--- src/rtl/ole_pkg.sv ---
// ============================================================================
// ole_pkg: shared types and constants for the ordered list engine
// Command and status codes, controller states and the control and status
// bundles that pass between the controller and the datapath.
// ============================================================================
package ole_pkg;

  localparam int DEPTH_DEF = 16;
  localparam int CMD_W     = 3;
  localparam int VAL_W     = 32;
  localparam int POS_W     = 8;
  localparam int STAT_W    = 2;

  typedef enum logic [CMD_W-1:0] {
    CMD_COUNT      = 3'd0,
    CMD_PUSH_FRONT = 3'd1,
    CMD_PUSH_BACK  = 3'd2,
    CMD_INSERT     = 3'd3,
    CMD_POP_FRONT  = 3'd4,
    CMD_POP_BACK   = 3'd5,
    CMD_READ_FWD   = 3'd6,
    CMD_READ_REV   = 3'd7
  } cmd_t;

  typedef enum logic [STAT_W-1:0] {
    ST_OK     = 2'd0,
    ST_BADPOS = 2'd1,
    ST_EMPTY  = 2'd2,
    ST_FULL   = 2'd3
  } status_t;

  typedef enum logic {
    S_IDLE = 1'b0,
    S_READ = 1'b1
  } state_t;

  // Commands from the controller to the datapath.
  typedef struct packed {
    logic exec;      // a command word is taken this cycle
    logic rd_start;  // the command is a read of a non-empty list
    logic rd_step;   // emit the next element of a read
  } ctl_cmd_t;

  // Status from the datapath to the controller.
  typedef struct packed {
    logic empty;      // the list holds no element
    logic rd_final;   // the element under the read pointer is the last one
    logic res_valid;  // the result register holds a word not yet taken
  } dp_stat_t;

endpackage

--- src/rtl/ole_ctrl.sv ---
// ============================================================================
// ole_ctrl: command sequencer of the ordered list engine
// Takes command words while idle and the result register can accept a word, and
// steps the datapath through the elements of a read.
// ============================================================================
module ole_ctrl import ole_pkg::*; (
  input  logic             clk,
  input  logic             rst,
  input  logic             cmd_valid,
  output logic             cmd_stall,
  input  logic [CMD_W-1:0] command,
  input  logic             res_stall,
  input  dp_stat_t         stat,
  output ctl_cmd_t         ctl
);

  state_t state, state_next;
  logic   out_free;
  logic   is_read;

  // The result register can take a new word when empty or being drained.
  assign out_free = !stat.res_valid || !res_stall;
  assign is_read  = (command == CMD_READ_FWD) || (command == CMD_READ_REV);

  always_ff @(posedge clk) begin
    if (rst) begin
      state <= S_IDLE;
    end else begin
      state <= state_next;
    end
  end

  always_comb begin
    state_next = state;
    unique case (state)
      S_IDLE: begin
        if (cmd_valid && out_free && is_read && !stat.empty) begin
          state_next = S_READ;
        end
      end
      S_READ: begin
        if (out_free && stat.rd_final) begin
          state_next = S_IDLE;
        end
      end
      default: state_next = S_IDLE;
    endcase
  end

  always_comb begin
    cmd_stall    = 1'b1;
    ctl.exec     = 1'b0;
    ctl.rd_start = 1'b0;
    ctl.rd_step  = 1'b0;
    unique case (state)
      S_IDLE: begin
        cmd_stall    = !out_free;
        ctl.exec     = cmd_valid && out_free;
        ctl.rd_start = cmd_valid && out_free && is_read && !stat.empty;
      end
      S_READ: begin
        ctl.rd_step = out_free;
      end
      default: cmd_stall = 1'b1;
    endcase
  end

endmodule

--- src/rtl/ole_dpath.sv ---
// ============================================================================
// ole_dpath: element store, length and result register of the list engine
// Shifts the store in parallel on inserts and front removals and reads one
// element a cycle for the read commands while the result register can take a word.
// ============================================================================
module ole_dpath import ole_pkg::*; #(
  parameter  int DEPTH = DEPTH_DEF,
  localparam int CNT_W = $clog2(DEPTH + 1),
  localparam int IDX_W = $clog2(DEPTH)
) (
  input  logic                    clk,
  input  logic                    rst,
  input  ctl_cmd_t                ctl,
  output dp_stat_t                stat,
  input  logic [CMD_W-1:0]        command,
  input  logic signed [VAL_W-1:0] value,
  input  logic [POS_W-1:0]        position,
  input  logic                    res_stall,
  output logic                    res_valid,
  output logic [STAT_W-1:0]       status,
  output logic [CNT_W-1:0]        count,
  output logic signed [VAL_W-1:0] element,
  output logic                    element_valid,
  output logic                    last
);

  localparam int CMP_W = ((CNT_W > POS_W) ? CNT_W : POS_W) + 1;

  logic signed [VAL_W-1:0] store [DEPTH];
  logic [CNT_W-1:0]        length, length_next;
  logic                    full, empty;
  logic                    is_read, load_op;
  logic                    do_ins, do_popf;
  logic [CNT_W-1:0]        ins_idx;
  status_t                 op_status;
  logic [CMP_W-1:0]        pos_c, lim_c;

  logic                    rd_rev;
  logic [IDX_W-1:0]        rd_ptr;
  logic [CNT_W-1:0]        rd_src;
  logic [IDX_W-1:0]        rd_idx;
  logic                    rd_final;

  assign full    = (length == CNT_W'(DEPTH));
  assign empty   = (length == '0);
  assign is_read = (command == CMD_READ_FWD) || (command == CMD_READ_REV);
  assign load_op = ctl.exec && !(is_read && !empty);
  assign pos_c   = CMP_W'(position);
  assign lim_c   = CMP_W'(length) + CMP_W'(1);

  always_comb begin
    do_ins      = 1'b0;
    do_popf     = 1'b0;
    ins_idx     = '0;
    op_status   = ST_OK;
    length_next = length;
    if (ctl.exec) begin
      unique case (cmd_t'(command))
        CMD_PUSH_FRONT, CMD_PUSH_BACK: begin
          if (full) begin
            op_status = ST_FULL;
          end else begin
            do_ins  = 1'b1;
            ins_idx = (command == CMD_PUSH_FRONT) ? '0 : length;
          end
        end
        CMD_INSERT: begin
          if (pos_c > lim_c) begin
            op_status = ST_BADPOS;
          end else if (full) begin
            op_status = ST_FULL;
          end else if (empty) begin
            do_ins = 1'b1;
          end else begin
            do_ins = 1'b1;
            if (position <= POS_W'(1)) begin
              ins_idx = CNT_W'(1);
            end else if (pos_c > CMP_W'(length)) begin
              ins_idx = length;
            end else begin
              ins_idx = CNT_W'(position);
            end
          end
        end
        CMD_POP_FRONT: begin
          if (empty) begin
            op_status = ST_EMPTY;
          end else begin
            do_popf     = 1'b1;
            length_next = length - CNT_W'(1);
          end
        end
        CMD_POP_BACK: begin
          if (empty) begin
            op_status = ST_EMPTY;
          end else begin
            length_next = length - CNT_W'(1);
          end
        end
        CMD_READ_FWD, CMD_READ_REV: begin
          if (empty) begin
            op_status = ST_EMPTY;
          end
        end
        CMD_COUNT: begin
          op_status = ST_OK;
        end
        default: op_status = ST_OK;
      endcase
      if (do_ins) begin
        length_next = length + CNT_W'(1);
      end
    end
  end

  // Each entry takes its neighbour, the new value or holds.
  for (genvar j = 0; j < DEPTH; j++) begin : g_entry
    always_ff @(posedge clk) begin
      if (do_ins && (CNT_W'(j) == ins_idx)) begin
        store[j] <= value;
      end else if (do_ins && (CNT_W'(j) > ins_idx)) begin
        if (j > 0) begin
          store[j] <= store[(j > 0) ? j - 1 : 0];
        end
      end else if (do_popf && (j < DEPTH - 1)) begin
        store[j] <= store[(j < DEPTH - 1) ? j + 1 : j];
      end
    end
  end

  always_ff @(posedge clk) begin
    if (rst) begin
      length <= '0;
    end else begin
      length <= length_next;
    end
  end

  // Read pointer: counts elements emitted, direction chosen at the start.
  always_ff @(posedge clk) begin
    if (ctl.rd_start) begin
      rd_ptr <= '0;
      rd_rev <= (command == CMD_READ_REV);
    end else if (ctl.rd_step) begin
      rd_ptr <= rd_ptr + IDX_W'(1);
    end
  end

  assign rd_final = ((CNT_W'(rd_ptr) + CNT_W'(1)) == length);
  assign rd_src   = rd_rev ? (length - CNT_W'(1) - CNT_W'(rd_ptr)) : CNT_W'(rd_ptr);
  assign rd_idx   = rd_src[IDX_W-1:0];

  always_ff @(posedge clk) begin
    if (rst) begin
      res_valid <= 1'b0;
    end else if (load_op || ctl.rd_step) begin
      res_valid <= 1'b1;
    end else if (!res_stall) begin
      res_valid <= 1'b0;
    end
  end

  always_ff @(posedge clk) begin
    if (load_op) begin
      status        <= op_status;
      count         <= length_next;
      element       <= '0;
      element_valid <= 1'b0;
      last          <= 1'b1;
    end else if (ctl.rd_step) begin
      status        <= ST_OK;
      count         <= length;
      element       <= store[rd_idx];
      element_valid <= 1'b1;
      last          <= rd_final;
    end
  end

  assign stat.empty     = empty;
  assign stat.rd_final  = rd_final;
  assign stat.res_valid = res_valid;

endmodule

--- src/rtl/ordered_list_engine.sv ---
// ============================================================================
// ordered_list_engine: ordered list of signed words with deque operations
// Keeps up to DEPTH words in order, takes pushes, positional inserts and
// removals, and streams its contents forward or in reverse.
// ============================================================================
//
//  Channel  | Handshake            | Payload                                | Words
//  ---------+----------------------+----------------------------------------+---------------
//  command  | cmd_valid, cmd_stall | command, value, position               | one per op
//  result   | res_valid, res_stall | status, count, element, element_valid, | 1, or 1..DEPTH
//           |                      | last                                   | for reads
//
// Flow: the result word of an update or count command is registered on the next
// edge, so such commands can follow one another every cycle while the result
// register can take a word. A read of a non-empty list is started by its command
// word and then emits its elements one at a time through the single read port on the element store; the
// next command word is taken after the last element has been registered.
// Reset: synchronous and active high; it empties the list and the result
// register. The element store itself is not cleared, as only entries below
// the length are ever read.
// Stalls: a held result word stalls the command channel and freezes a read.
//
module ordered_list_engine import ole_pkg::*; #(
  parameter  int DEPTH = DEPTH_DEF,
  localparam int CNT_W = $clog2(DEPTH + 1)
) (
  input  logic                    clk,
  input  logic                    rst,
  input  logic                    cmd_valid,
  output logic                    cmd_stall,
  input  logic [CMD_W-1:0]        command,
  input  logic signed [VAL_W-1:0] value,
  input  logic [POS_W-1:0]        position,
  output logic                    res_valid,
  input  logic                    res_stall,
  output logic [STAT_W-1:0]       status,
  output logic [CNT_W-1:0]        count,
  output logic signed [VAL_W-1:0] element,
  output logic                    element_valid,
  output logic                    last
);

  ctl_cmd_t ctl;
  dp_stat_t stat;

  // The controller decides when a command word is taken and paces reads.
  ole_ctrl u_ctrl (
    .clk       (clk),
    .rst       (rst),
    .cmd_valid (cmd_valid),
    .cmd_stall (cmd_stall),
    .command   (command),
    .res_stall (res_stall),
    .stat      (stat),
    .ctl       (ctl)
  );

  // The datapath holds the list, its length and the result register.
  ole_dpath #(
    .DEPTH (DEPTH)
  ) u_dpath (
    .clk           (clk),
    .rst           (rst),
    .ctl           (ctl),
    .stat          (stat),
    .command       (command),
    .value         (value),
    .position      (position),
    .res_stall     (res_stall),
    .res_valid     (res_valid),
    .status        (status),
    .count         (count),
    .element       (element),
    .element_valid (element_valid),
    .last          (last)
  );

endmodule

--- config.mk ---
export PLATFORM = sky130hd
export DESIGN_NAME = ordered_list_engine
export DESIGN_NICKNAME = d
export VERILOG_FILES = /design/src/rtl/ole_pkg.sv /design/src/rtl/ole_ctrl.sv /design/src/rtl/ole_dpath.sv /design/src/rtl/ordered_list_engine.sv
export SDC_FILE = /design/constraint.sdc
export NUM_CORES = 2
export LEC_CHECK = 0
export BUFFER_PORTS_ARGS = -buffer_cell sky130_fd_sc_hd__buf_4
export CORE_UTILIZATION = 55
export CTS_BUF_LIST = sky130_fd_sc_hd__clkbuf_4 sky130_fd_sc_hd__clkbuf_8
export DETAILED_ROUTE_END_ITERATION = 12
export PLACE_DENSITY = 0.82
export SYNTH_ARGS = -nofsm -noshare
export SYNTH_HDL_FRONTEND = slang
export SYNTH_SLANG_ARGS = --single-unit
export TNS_END_PERCENT = 50
--- constraint.sdc ---
create_clock -name clk -period 10.8 [get_ports clk]
set_input_delay 2.16 -clock clk [delete_from_list [all_inputs] [get_ports clk]]
set_output_delay 2.16 -clock clk [all_outputs]
set_load 0.02 [all_outputs]
==> qor.yml <==
status: "complete, no violations"
drive_gt1_share_pct: 18.1
gp_congestion: 0.877
routed_wl_um: 92300
finalPower_mw: 6.56
finalSetupTns_ns: 0
pwr-share-clk_pct: 29.3
antenna_found_initial: 1
hold_path_class: "flip-flop to flip-flop"
die-area_mm2: 0.0575
maxCapViolations: 0
p_per_area_mw_per_mm2: 193
grt_pass1_vias: 24605
cts_tree: "yes"
final_util_pct: 61.3
cp_cell_sequence: "buf_4 -> a21oi_1 -> nand2_1 -> nor3_1 -> nand2_1 -> a211oi_1 -> a21oi_1 -> nand2_2 -> buf_4 -> nand2_2 -> nor2_4 -> buf_4 -> inv_2"
die_w_um: 240
ys_async_sr_fraction_pct: 0
post_drt_wl_per_cell_um: 26.3
netSwitchingPower_mw: 2.16
clkTransAtPathRegs_ns: 0.06
clkLatencyLatePin_ns: 0.70
ys_ff_latch: 565
numCtsBuffers: 93
grt-ovfl-total: 0
syn_inst: 2727
worstMarginPinSlew_ns: 1.27
dr.pass1.iters: 6
crit_path_max_fanout: 43
power_frac_comb_pct: 29.5
postCtsSetupBuffers: 0
fp.dieH_um: 240
syn_area_per_cell_um2: 11.4
nNetsFinal: 2747
syn-num-nets: 2792
start_util_pct: 56.0
crit_path_start_kind: "input pin"
num_rows: 86
vias: 24960
worst_path_largest_cell_delay_ns: 0.92
slew_headroom_pct: 15.3
worstPathArrival_ns: 7.01
rsz0062_at_grt: "false"
setup_violations: 0
p_sw_share_pct: 32.9
final_common_cell: "edfxtp_1"
cpMaxStageDelayCell: "nand2_2"
irDropWorstVdd_uv: 228
postCtsHoldBufs: 0
initialDrtViolationCount: 4053
ys_seq_area_share_pct: 53.1
hold_slack_ns: 0.469
hold_viol_final: 0
leakagePower_nw: 11.7
synth_top_family_by_area: "compound AO/OA/AOI/OAI gates"
post_cts_resize_count: 0
critPathKind: "input pin to flip-flop"
synth_fa_ha_area_share_pct: 0.748
intPower_mw: 4.41
yosys_warnings: 0
sequentialPowerShare_pct: 41.2
synth_area_mm2: 0.0311
design.core.area_mm2: 0.0555
synth_compound_area_share_pct: 16.1
ys_types: 60
dp_hpwl_um: 52200
port-buffer-count: 89
worstSetupEndpointType: "flip-flop"
grt_use_met2_pct: 50.8
cts_root_buffer: "clkbuf_8"
antenna_left: 0
grt_busiest_layer: "met2"
gr-usage-met3_pct: 7.38
maxSlewViolCount: 0
synth_xor_area_share_pct: 0.451
grt_pass1_wl_um: 142000
layout_common_cells: "520 x edfxtp_1, 409 x nand2_1, 301 x nor2_1, 216 x a221o_1"
syn2layout_area_growth_pct: 9.39
fin_crit_ns: 6.76
synthFlopType: "edfxtp_1"
fin_crit_sh_pct: 62.6
viasPerCell: 7.12
fmax_mhz: 148
gr-usage-met1_pct: 42.7
drc: 0
synth_edf_count: 520
worstPathRequired_ns: 11.06
skew_ns: 0.0384
yosys.area_share.simple_pct: 13.3
rrSetupSlack_ns: 4.46
clk_path_buf_depth: 3
grt_max_degree: 242
ios: 90
grt.total_usage_pct: 32.3
crit_top_cell: "buf_4"
synthMuxAreaShare_pct: 12.5
clock-sinks: 565
crit_path_start: "res_stall"
hold_start: "u_dpath.element[26]"
htreeDepth: 3
r2r_start: "u_dpath.length[1]"
-- metrics by stage --
step	setup WS (ns)	area, µm²	instances
floorplan	3.99	31100	2727
global placement	3.63	32200	3335
detailed placement	3.49	32200	3335
CTS	4.23	34000	3506
global route	3.83	34000	3507
finish	4.04	34000	3508
-- power groups by stage --
stage | clock network, mW | logic (mW) | registers [mW]
after detailed placement | 0 | 1.90 | 2.74
after floorplan | 0 | 1.35 | 2.72
final | 1.92 | 1.94 | 2.71
after CTS | 1.92 | 1.90 | 2.70
after global placement | 0 | 1.86 | 2.73
after global routing | 2.01 | 2.06 | 2.72
-- registers in the layout (all words and copies together) (netlist names) --
| signal | cells |
|---|---|
| u_dpath.length | 5 |
| u_dpath.store | 512 |
| u_dpath.count | 5 |
| u_dpath.rd_rev | 1 |
| u_dpath.element | 32 |
| u_dpath.rd_ptr | 4 |
| u_dpath.res_valid | 1 |
| u_ctrl.state | 1 |
| u_dpath.status | 2 |
| u_dpath.element_valid | 1 |
| u_dpath.last | 1 |
-- worst max-delay path: cells and delay by family --
family,cells,cell delay [ns]
AO/OA/AOI/OAI,3,0.88
AND/OR/NAND/NOR,6,2.15
buffers and inverters,4,1.77
-- cells by family (layout without fill, tap and decap cells) --
logic type | Yosys count | after routing
adders and majority gates | 18 | 18
and+or+nand+nor | 955 | 955
xor gates and xnor gates | 16 | 16
other | 0 | 2
muxes | 225 | 225
buffers and inverters | 286 | 317
AOI/OAI and AO/OA | 662 | 662
DFF | 565 | 565
-- final timing paths --
path	endpoint	depth (start not counted)
max	u_dpath.store[10][25]	13
min	u_dpath.element[26]	1
max reg2reg	u_dpath.store[8][27]	16
min reg2reg	u_dpath.element[26]	1
-- Yosys cell counts (4+ instances only) --
library cell | number | area [µm²]
nand2b_1 | 5 | 31.3
o21ai_0 | 109 | 546
mux4_2 | 128 | 2880
nand4_1 | 5 | 31.3
and3_1 | 40 | 250
a211oi_1 | 4 | 30.0
o211ai_1 | 10 | 75.1
nand3b_1 | 32 | 240
buf_1 | 33 | 124
a31oi_1 | 67 | 419
mux2i_1 | 65 | 651
nand3_1 | 50 | 250
nand2_1 | 414 | 1550
nor3_1 | 38 | 190
mux2_2 | 31 | 349
a21oi_1 | 87 | 435
or2_2 | 7 | 43.8
buf_4 | 7 | 52.6
and2_1 | 41 | 257
dfxtp_1 | 45 | 901
o22ai_1 | 36 | 225
edfxtp_1 | 520 | 15600
ha_1 | 17 | 213
a22oi_1 | 36 | 270
a22o_1 | 34 | 298
buf_2 | 39 | 195
inv_1 | 15 | 56.3
xnor2_1 | 14 | 123
a21o_1 | 4 | 30.0
clkbuf_1 | 188 | 706
nor2b_1 | 8 | 50.1
a221o_1 | 216 | 2160
a32o_1 | 32 | 320
nor2_1 | 306 | 1150
o21ai_1 | 8 | 40.0
-- metal layers --
| layer | vias up | part of all wire, % |
|---|---|---|
| met5 | - | 0.095 |
| met4 | 2 | 4.2 |
| met3 | 298 | 13 |
| met2 | 2161 | 46 |
| met1 | 12011 | 36 |
| li1 | 10488 | - |
-- final cells by class --
cell class / count / area [µm²]
fill: 4297 / 21500
inverter: 16 / 60.1
tap: 748 / 936
sequential: 565 / 16500
multi-input combinational: 1876 / 13700
clock buffer: 139 / 1640
clock inverter: 32 / 208
timing repair buffer: 130 / 1000
antenna: 2 / 5.00
(Power assumes the default switching activity.)
